### config.mk
export PLATFORM = sky130hd
export DESIGN_NAME = fbpa_ctrl
export DESIGN_NICKNAME = d
export VERILOG_FILES = /design/src/sv/fbpa_pkg.sv /design/src/sv/fbpa_ctrl.sv
export SDC_FILE = /design/constraint.sdc
export NUM_CORES = 1
export LEC_CHECK = 0
export ABC_AREA = 1
export BUFFER_PORTS_ARGS = -buffer_cell sky130_fd_sc_hd__buf_2
export CAP_MARGIN = 30
export CORE_AREA = 2 2 39 41
export DETAILED_ROUTE_END_ITERATION = 8
export DIE_AREA = 0 0 41 43
export GPL_ROUTABILITY_DRIVEN = 0
export GPL_TIMING_DRIVEN = 0
export PLACE_DENSITY = 0.66
export SLEW_MARGIN = 15
export SYNTH_ARGS = -nofsm -noshare
export SYNTH_HDL_FRONTEND = slang
export SYNTH_SLANG_ARGS = --single-unit
### constraint.sdc
create_clock -name clk -period 2.62 [get_ports clk]
set_input_delay 0.262 -clock clk [delete_from_list [all_inputs] [get_ports clk]]
set_output_delay 0.262 -clock clk [all_outputs]
set_load 0.02 [all_outputs]
### src/sv/fbpa_pkg.sv
package fbpa_pkg;

  localparam int MAX_SLOTS  = 1024;
  localparam int SLOT_W     = $clog2(MAX_SLOTS + 1);
  localparam int IDX_W      = $clog2(MAX_SLOTS);
  localparam int ADDR_W     = 32;
  localparam int SIZE_W     = 16;
  localparam int ALIGN_W    = 13;
  localparam int CFG_IDX_W  = 2;
  localparam int DIV_STEPS  = ADDR_W;
  localparam int DIV_CNT_W  = $clog2(DIV_STEPS);
  localparam int PROD_W     = SLOT_W + SIZE_W;
  localparam int IN_DATA_W  = 64;
  localparam int OUT_DATA_W = 80;

  // Configuration register indexes.
  localparam logic [CFG_IDX_W-1:0] REG_REGION_BASE  = 2'd0;
  localparam logic [CFG_IDX_W-1:0] REG_REGION_BYTES = 2'd1;
  localparam logic [CFG_IDX_W-1:0] REG_BLOCK_BYTES  = 2'd2;
  localparam logic [CFG_IDX_W-1:0] REG_BLOCK_ALIGN  = 2'd3;

  localparam logic [SIZE_W-1:0]  BLOCK_BYTES_RST = 16'd16;
  localparam logic [ALIGN_W-1:0] BLOCK_ALIGN_RST = 13'd8;

  typedef enum logic [1:0] {
    OP_INIT  = 2'd0,
    OP_ALLOC = 2'd1,
    OP_FREE  = 2'd2
  } op_t;

  typedef enum logic [1:0] {
    STS_OK        = 2'd0,
    STS_EMPTY     = 2'd1,
    STS_BAD       = 2'd2,
    STS_UNDERFLOW = 2'd3
  } status_t;

  typedef enum logic [2:0] {
    S_IDLE,
    S_DECODE,
    S_INIT_DIV,
    S_FREE_DIV,
    S_LINK,
    S_MUL,
    S_ADD,
    S_RESP
  } state_t;

  typedef struct packed {
    logic    load;
    logic    init_start;
    logic    free_start;
    logic    init_commit;
    logic    free_commit;
    logic    alloc_head;
    logic    alloc_fresh;
    logic    alloc_link;
    logic    mul;
    logic    alloc_commit;
    logic    reject;
    status_t reject_code;
    logic    emit;
  } ctl_cmd_t;

  typedef struct packed {
    logic [1:0] op;
    logic       alloc_bad;
    logic       head_valid;
    logic       fresh_avail;
    logic       free_zero;
    logic       free_outside;
    logic       div_done;
    logic       free_in_range;
  } dp_sts_t;

endpackage

### src/sv/fbpa_ctrl.sv
module fbpa_ctrl
  import fbpa_pkg::*;
(
  input  logic     clk,
  input  logic     rst_n,
  input  logic     in_valid,
  output logic     in_ready,
  output logic     out_valid,
  input  logic     out_ready,
  input  dp_sts_t  sts,
  output ctl_cmd_t cmd
);

  state_t state_r, state_nxt;
  logic   out_valid_r, out_valid_nxt;

  always_ff @(posedge clk) begin
    if (!rst_n) begin
      state_r     <= S_IDLE;
      out_valid_r <= 1'b0;
    end else begin
      state_r     <= state_nxt;
      out_valid_r <= out_valid_nxt;
    end
  end

  always_comb begin
    state_nxt       = state_r;
    cmd             = '0;
    cmd.reject_code = STS_OK;
    in_ready        = 1'b0;
    case (state_r)
      S_IDLE: begin
        in_ready = 1'b1;
        if (in_valid) begin
          cmd.load  = 1'b1;
          state_nxt = S_DECODE;
        end
      end
      S_DECODE: begin
        case (op_t'(sts.op))
          OP_INIT: begin
            cmd.init_start = 1'b1;
            state_nxt      = S_INIT_DIV;
          end
          OP_ALLOC: begin
            if (sts.alloc_bad) begin
              cmd.reject      = 1'b1;
              cmd.reject_code = STS_BAD;
              state_nxt       = S_RESP;
            end else if (sts.head_valid) begin
              cmd.alloc_head = 1'b1;
              state_nxt      = S_LINK;
            end else if (sts.fresh_avail) begin
              cmd.alloc_fresh = 1'b1;
              state_nxt       = S_MUL;
            end else begin
              cmd.reject      = 1'b1;
              cmd.reject_code = STS_EMPTY;
              state_nxt       = S_RESP;
            end
          end
          OP_FREE: begin
            if (sts.free_zero) begin
              cmd.reject      = 1'b1;
              cmd.reject_code = STS_UNDERFLOW;
              state_nxt       = S_RESP;
            end else if (sts.free_outside) begin
              cmd.reject      = 1'b1;
              cmd.reject_code = STS_BAD;
              state_nxt       = S_RESP;
            end else begin
              cmd.free_start = 1'b1;
              state_nxt      = S_FREE_DIV;
            end
          end
          default: begin
            cmd.reject      = 1'b1;
            cmd.reject_code = STS_BAD;
            state_nxt       = S_RESP;
          end
        endcase
      end
      S_INIT_DIV: begin
        if (sts.div_done) begin
          cmd.init_commit = 1'b1;
          state_nxt       = S_RESP;
        end
      end
      S_FREE_DIV: begin
        if (sts.div_done) begin
          if (sts.free_in_range) begin
            cmd.free_commit = 1'b1;
          end else begin
            cmd.reject      = 1'b1;
            cmd.reject_code = STS_BAD;
          end
          state_nxt = S_RESP;
        end
      end
      S_LINK: begin
        cmd.alloc_link = 1'b1;
        cmd.mul        = 1'b1;
        state_nxt      = S_ADD;
      end
      S_MUL: begin
        cmd.mul   = 1'b1;
        state_nxt = S_ADD;
      end
      S_ADD: begin
        cmd.alloc_commit = 1'b1;
        state_nxt        = S_RESP;
      end
      S_RESP: begin
        if (!out_valid_r || out_ready) begin
          cmd.emit  = 1'b1;
          state_nxt = S_IDLE;
        end
      end
      default: begin
        state_nxt = S_IDLE;
      end
    endcase
  end

  always_comb begin
    if (cmd.emit) begin
      out_valid_nxt = 1'b1;
    end else if (out_ready) begin
      out_valid_nxt = 1'b0;
    end else begin
      out_valid_nxt = out_valid_r;
    end
  end

  assign out_valid = out_valid_r;

endmodule

* After elaboration in Yosys (flattened, before gate mapping)
Index checks and enable logic that the tools add are counted.
** Cells by class
- Order comparisons :: 0
- Add/subtract/negate cells :: 0
- Eq/ne operators :: 12
- Shifts and indexed selects :: 0
- Reductions and logical operators :: 8
- Div/mod/pow operators :: 0
- Multiply operators :: 0
- Multiplexer cells :: 45
- Bitwise gates (word level) :: 0
** Operators by type and width (number)
- 3-bit 2-to-1 mux :: 12
- 1-bit 2-to-1 mux :: 22
- 3-bit case mux with 3 select lines :: 2
- 3-bit case mux with 6 select lines :: 1
- 2-bit 2-to-1 mux :: 7
- 3-bit equality test, second input constant :: 4
- 3-bit by 2-bit equality test with 1-bit output, second input constant :: 2
- 3-bit case mux with 2 select lines :: 1
- 2-bit inequality test, second input constant :: 2
- 2-bit OR reduction :: 2
- 3-bit by 1-bit equality test with 1-bit output, second input constant :: 1
- 3-bit zero test :: 1
- 3-bit AND reduction :: 1
- 2-bit by 1-bit equality test with 1-bit output, second input constant :: 1
- 2-bit equality test, second input constant :: 1
- 2-bit zero test :: 1
- 2-bit by 1-bit inequality test with 1-bit output, second input constant :: 1
- 2-bit nonzero test :: 1
- 1-bit zero test :: 1
- 1-bit logical OR :: 1
** Storage, ports and cells
- Bits in read-only memories :: 0
- Bits in latches :: 0
- Bits in registers :: 4
- Input bits :: 13
- Memory bits (writable) :: 0
- Memories kept :: 0

* Depth between registers and ports, before layout
Gate-level depths: netlist of run 1.
- Depth after elaboration :: 5
- Mapped depth :: 10
- Gate-level depth less buffers :: 9

* Least setup slack after synthesis of run 1
No wires, ideal clock.
- Path type :: register -> output
- Start point :: reg state_r[1]
- End point :: out cmd[7] in the netlist's numbering
- Slack :: 1.070 ns
- Arrival time :: 1.288 ns
- Stages on the path, launching flop included :: 5
- Buffers on the path :: 1
- Cell sequence :: dfxtp_1 > buf_6 > nor2_2 > nand2_2 > nor4_1
** RTL lines
- start, declared :: line fbpa_ctrl.sv:14 : state_t state_r, state_nxt;
- start signal, assigned :: line fbpa_ctrl.sv:22 : state_r <= state_nxt;
- end, declared :: line fbpa_ctrl.sv:11 : output ctl_cmd_t cmd

==> results.md, run 1 <==
* Status: complete, no violations
* Syn Nets at 103
* Min-delay src: rst_n
* Num ports at 29
* CP Class: reg2out
* CTS Root Cell: clkbuf_4
* Crit-path slowest cell: dfxtp_1
* Num CTS Buffers at 3
* Number of routed nets with antenna violations at 0
* Finish-stage setup viols at 0
* Area of the multi-input gates at 342 sq um
* RSZ-0062 raised after global routing: false
* Pwr per Cell Area at 1000 mW/mm^2
* Post-synth top area cell: nand2_1
* Post-synth ARST share at 0%
* Die X at 41 um
* Avg Vias per Cell at 4.64
* CTS tree: built
* DRC violations left at 0
* Critical Path Source: state_r[1]$_SDFFE_PN0P_
* CP Depth at 5
* Count of mapped cells out of synthesis at 90
* Area after DPL at 661 sq um
* Top FF cell, synth: dfxtp_1
* Detailed Place HPWL at 985 um
* Slowest stage delay, CP at 300 ps
* Simple-gate area share of the yosys netlist at 57.0%
* Setup TNS at 0 ps
* Sequential element share of the synthesized area at 16.0%
* Peak VDD IR at 0.373 mV
* Hold buffer count at cts at 0
* Leakage at 0.391 nW
* Library cells used by synthesis at 20
* Std cell rows at 14
* Crit path capture type: output port
* Setup Fix Bufs, Post-CTS at 0
* Yosys top cell area share at 18.8%
* WHS Path Cells at 2
* Final setup margin at 1080 ps
* Commonest non-fill, non-tap cells in the layout: buf_2 (28), nand2_1 (25), nor2_1 (13)
* Bufs on Longest Clock Path at 2
* Arr. time, crit path at 1280 ps
* Worst path bufs/invs at 2
* WL/cell at 8.48 um
* Overall routing resource usage at 15.7%
* Starting Density at 36.2%
* Area share of fa/ha/maj cells after synthesis at 0%
* EDFF count, synth at 0
* Sequential Area at 80.1 sq um
* Count of input and output buffers at 28
* Mux cell area share after synthesis at 0%
* Worst setup SP type: flop
* Cell Area, Synth at 500 sq um
* Initial antenna violation count at 0
* Final Max Tran Viols at 0
* Layout cells sized above 1 at 40.5%
* Worst skew pair latency at 230 ps
* Final-report hold violation count at 0
* CTS clk-pin slew, worst paths at 40 ps
* Final Cell Area at 683 sq um
* Layout area overhead at 36.5%
* Min cycle time layout at 1540 ps
* Clock skew at 0.562 ps
* Nets at 136
* H-tree Lvls at 1
* CP max FO at 10
* Final cell count without fillers at 137
* DR pass1 iterations at 4
* Place WS at 1320 ps
* Achievable frequency at 648 MHz
* Cell family with most CP delay: simple AND/OR/NAND/NOR gates
* Post_cts resized at 0
* Inst Count DP at 134
* First-pass GRT wire length at 2.04 mm
* Die Span Y at 43 um
* Final period util at 58.9%
* Reg2reg path depth at 8
* Largest cells by area after synthesis: nand2_1 (19%), dfxtp_1 (16%), nor2_1 (9.7%), nor3_1 (8.0%), inv_1 (6.8%)
* Grt ovf at 0
* Die area at 0.00176 sq mm
* Post-synthesis register bit count at 4
* Most common cell after layout, fill and taps aside: buf_2
* Total wire length at 1.16 mm
* Core Region at 0.00138 sq mm
* DRT iter0 DRCs at 5
* Crit path cell chain: buf_6 > nor2_2 > nand2_2 > nor4_1 > buf_2
* Synth warn at 0
* Critical R2R Launch: state_r[1]$_SDFFE_PN0P_
* Xor and xnor area share after synthesis at 0%
* Avg Cell Area, Syn at 5.56 sq um
* Min-Delay Path Class: in2reg
* Least-Margin Pin Slew at 224 ps
* Via Count at 636
* CTS sink cnt at 4
* Max cap viols at 0
* Vias in the first global route at 552
* Main combinational cell family by area after synthesis: simple AND/OR/NAND/NOR gates
* Synth Area in Compound Gates at 11.2%
* Largest net degree at the start of global routing at 11
* Worst EP required at 2360 ps
* Relative max-transition margin at 84.9%
* Fill cell count at 155
* Ant. Diodes at 0
[flip-flops by register name (all words and copies together), names as in the netlist]
signal	count
out_valid	1
state_r	3
[report_power, final]
part | internal [W] | total [W] | switching, W | leakage, nW
combinational | 0.000179 | 0.000511 | 0.000332 | 0.345
sequential | 0.0000837 | 0.0000994 | 0.0000157 | 0.0329
clock | 0.0000511 | 0.0000743 | 0.0000232 | 0.0138
total | 0.000314 | 0.000685 | 0.000371 | 0.391
[through the flow]
stage | utilization [%] | power [W] | hold WS, ps
finish | 49.4 | 0.000685 | 276
global route | 49.4 | 0.000758 | 272
CTS | 49.4 | 0.000695 | 268
floorplan | - | 0.000497 | 380
global placement | 47.7 | 0.000612 | 505
detailed placement | 47.7 | 0.000616 | 509
[metal layers]
metal	share of wire, %	GRT usage (%)
met1	43	19.4
met4	0	4.00
met3	5.8	1.57
met5	0	0
met2	52	27.2
[cell families (layout without fill, tap and decap cells)]
family / after synthesis / in the layout
flops: 4 / 4
buf+inv: 16 / 47
simple gates: 60 / 60
compound gates: 10 / 10
[cell usage after synthesis, types with 2 or more instances]
cell type  instances
nor3_1             8
nor2_1            13
o21ai_0            3
nand3_1            2
nor4_1             2
inv_1              9
a21oi_1            4
inv_2              4
dfxtp_1            4
nand2_2            4
buf_6              2
nand2_1           25
nand3_2            2
nor2_2             2
[cell type report]
type | count | area share (%)
multi-input combinational | 70 | 50.0
timing repair buffer | 28 | 20.5
sequential | 4 | 11.7
inverter | 13 | 7.14
buffer | 3 | 4.40
clock buffer | 3 | 3.30
tap | 16 | 2.93
[final timing paths]
kind / to / slack [ps]
max: cmd[7] / 1080
max reg2reg: state_r[0]$_SDFFE_PN0P_ / 1450
min: out_valid$_SDFFE_PN0P_ / 280
min reg2reg: state_r[2]$_SDFFE_PN0P_ / 590
Note: power is estimated with default switching activity, not from simulation.
==> inputs of run 2 (changes only) <==
==> constraint.sdc (replaced) <==
create_clock -name clk -period 1.5 [get_ports clk]
set_input_delay 0.15 -clock clk [delete_from_list [all_inputs] [get_ports clk]]
set_output_delay 0.15 -clock clk [all_outputs]
set_load 0.02 [all_outputs]
==> results.md, run 2 (same netlist as run 1, synthesis figures left out) <==
* CTS sink cnt at 4
* CP Class: reg2out
* Relative max-transition margin at 79.1%
* Met1 wire length at 541 um
* Crit path cell chain: inv_4 > nor3_1 > buf_4 > buf_2
* Die Span Y at 43 um
* Worst skew pair latency at 230 ps
* Min-Delay Path Class: in2reg
* Met3 routed WL at 67 um
* Peak VDD IR at 0.595 mV
* Arr. time, crit path at 1290 ps
* Die area at 0.00176 sq mm
* Core Region at 0.00138 sq mm
* Final setup margin at 56.7 ps
* Post-layout util at 50.3%
* Largest reg by FF count: state_r
* WL/cell at 8.90 um
* Worst path bufs/invs at 3
* First-pass GRT wire length at 2.04 mm
* Starting Density at 36.2%
* Num CTS Buffers at 3
* Layout cells sized above 1 at 40.5%
* Grt ovf at 0
* Vias in the first global route at 552
* Min cycle time layout at 1440 ps
* Via Count at 648
* Leakage at 0.398 nW
* Worst setup SP type: flop
* CTS Root Cell: clkbuf_4
* Nets at 136
* Max cap viols at 0
* Achievable frequency at 693 MHz
* CP max FO at 7
* Count of input and output buffers at 28
* Bufs on Longest Clock Path at 2
* Setup Fix Bufs, Post-CTS at 0
* Std cell rows at 14
* Overall routing resource usage at 15.7%
* Most common cell after layout, fill and taps aside: buf_2
* Least-Margin Pin Slew at 314 ps
* CTS clk-pin slew, worst paths at 40 ps
* Ant. Diodes at 0
* Setup TNS at 0 ps
* WL met2 at 610 um
* Total wire length at 1.22 mm
* Final Cell Area at 696 sq um
* Status: complete, no violations
* Max reg flops at 3
* DRT iter0 DRCs at 3
* Number of routed nets with antenna violations at 0
* DR pass1 iterations at 3
* Max Used Layer: met3
* Final Max Tran Viols at 0
* Die X at 41 um
* Pwr per Cell Area at 1790 mW/mm^2
* CTS tree: built
* Clock skew at 1.30 ps
* Place WS at 307 ps
* Initial antenna violation count at 0
* Cell family with most CP delay: flip-flops
* Crit-path slowest cell: dfxtp_1
* Crit path capture type: output port
* Final period util at 96.2%
* Detailed Place HPWL at 985 um
* Commonest non-fill, non-tap cells in the layout: buf_2 (28), nand2_1 (25), nor2_1 (13)
* Worst EP required at 1350 ps
* Area after DPL at 661 sq um
* Largest net degree at the start of global routing at 11
* Final-report hold violation count at 0
* Num ports at 29
* Layout area overhead at 39.0%
* Slowest stage delay, CP at 490 ps
* Finish-stage setup viols at 0
* DRC violations left at 0
* H-tree Lvls at 1
* Avg Vias per Cell at 4.73
-- run 2: path summary, 6_finish.rpt --
| kind | cells past startpoint | to | slack [ps] | from |
|---|---|---|---|---|
| setup / recovery | 4 | cmd[0] | 60 | state_r[2]$_SDFFE_PN0P_ |
| hold / removal | 2 | out_valid$_SDFFE_PN0P_ | 170 | rst_n |
| setup reg to reg | 9 | state_r[0]$_SDFFE_PN0P_ | 280 | state_r[2]$_SDFFE_PN0P_ |
| hold reg to reg | 4 | state_r[2]$_SDFFE_PN0P_ | 590 | out_valid$_SDFFE_PN0P_ |
-- run 2: area by class of cell --
cell class | count | area, sq um
fillers | 152 | 688
well taps | 16 | 20.0
plain buffers | 3 | 30.0
multi-input cells | 70 | 352
repair buffers | 28 | 140
flip-flops and latches | 4 | 80.1
clock buffers | 3 | 22.5
inverters | 13 | 51.3
-- run 2: routing by layer --
metal | vias to the layer above | track usage [%]
met4 | 0 | 4.00
met3 | 0 | 1.57
li1 | 344 | -
met5 | - | 0
met1 | 286 | 19.4
met2 | 18 | 27.2
-- run 2: repair_timing --
action | 4_1_cts | 5_1_grt
hold buffers | 0 | 0
endpoints found under the hold margin | 0 | 0
gates resized for setup | 0 | 3
setup endpoints to repair | 0 | 6
-- run 2: where the power goes --
part           switching, W  total, W  internal (W)
Sequential        0.0000371  0.000183      0.000146
Combinational      0.000601  0.000930      0.000329
Clock             0.0000397  0.000129     0.0000892
-- run 2: metrics by stage --
stage,power (W),cells,hold WS (ps)
after floorplan,0.000868,90,268
after global placement,0.00107,134,393
after detailed placement,0.00108,134,397
after CTS,0.00121,137,156
after global routing,0.00137,137,160
final,0.00124,137,167
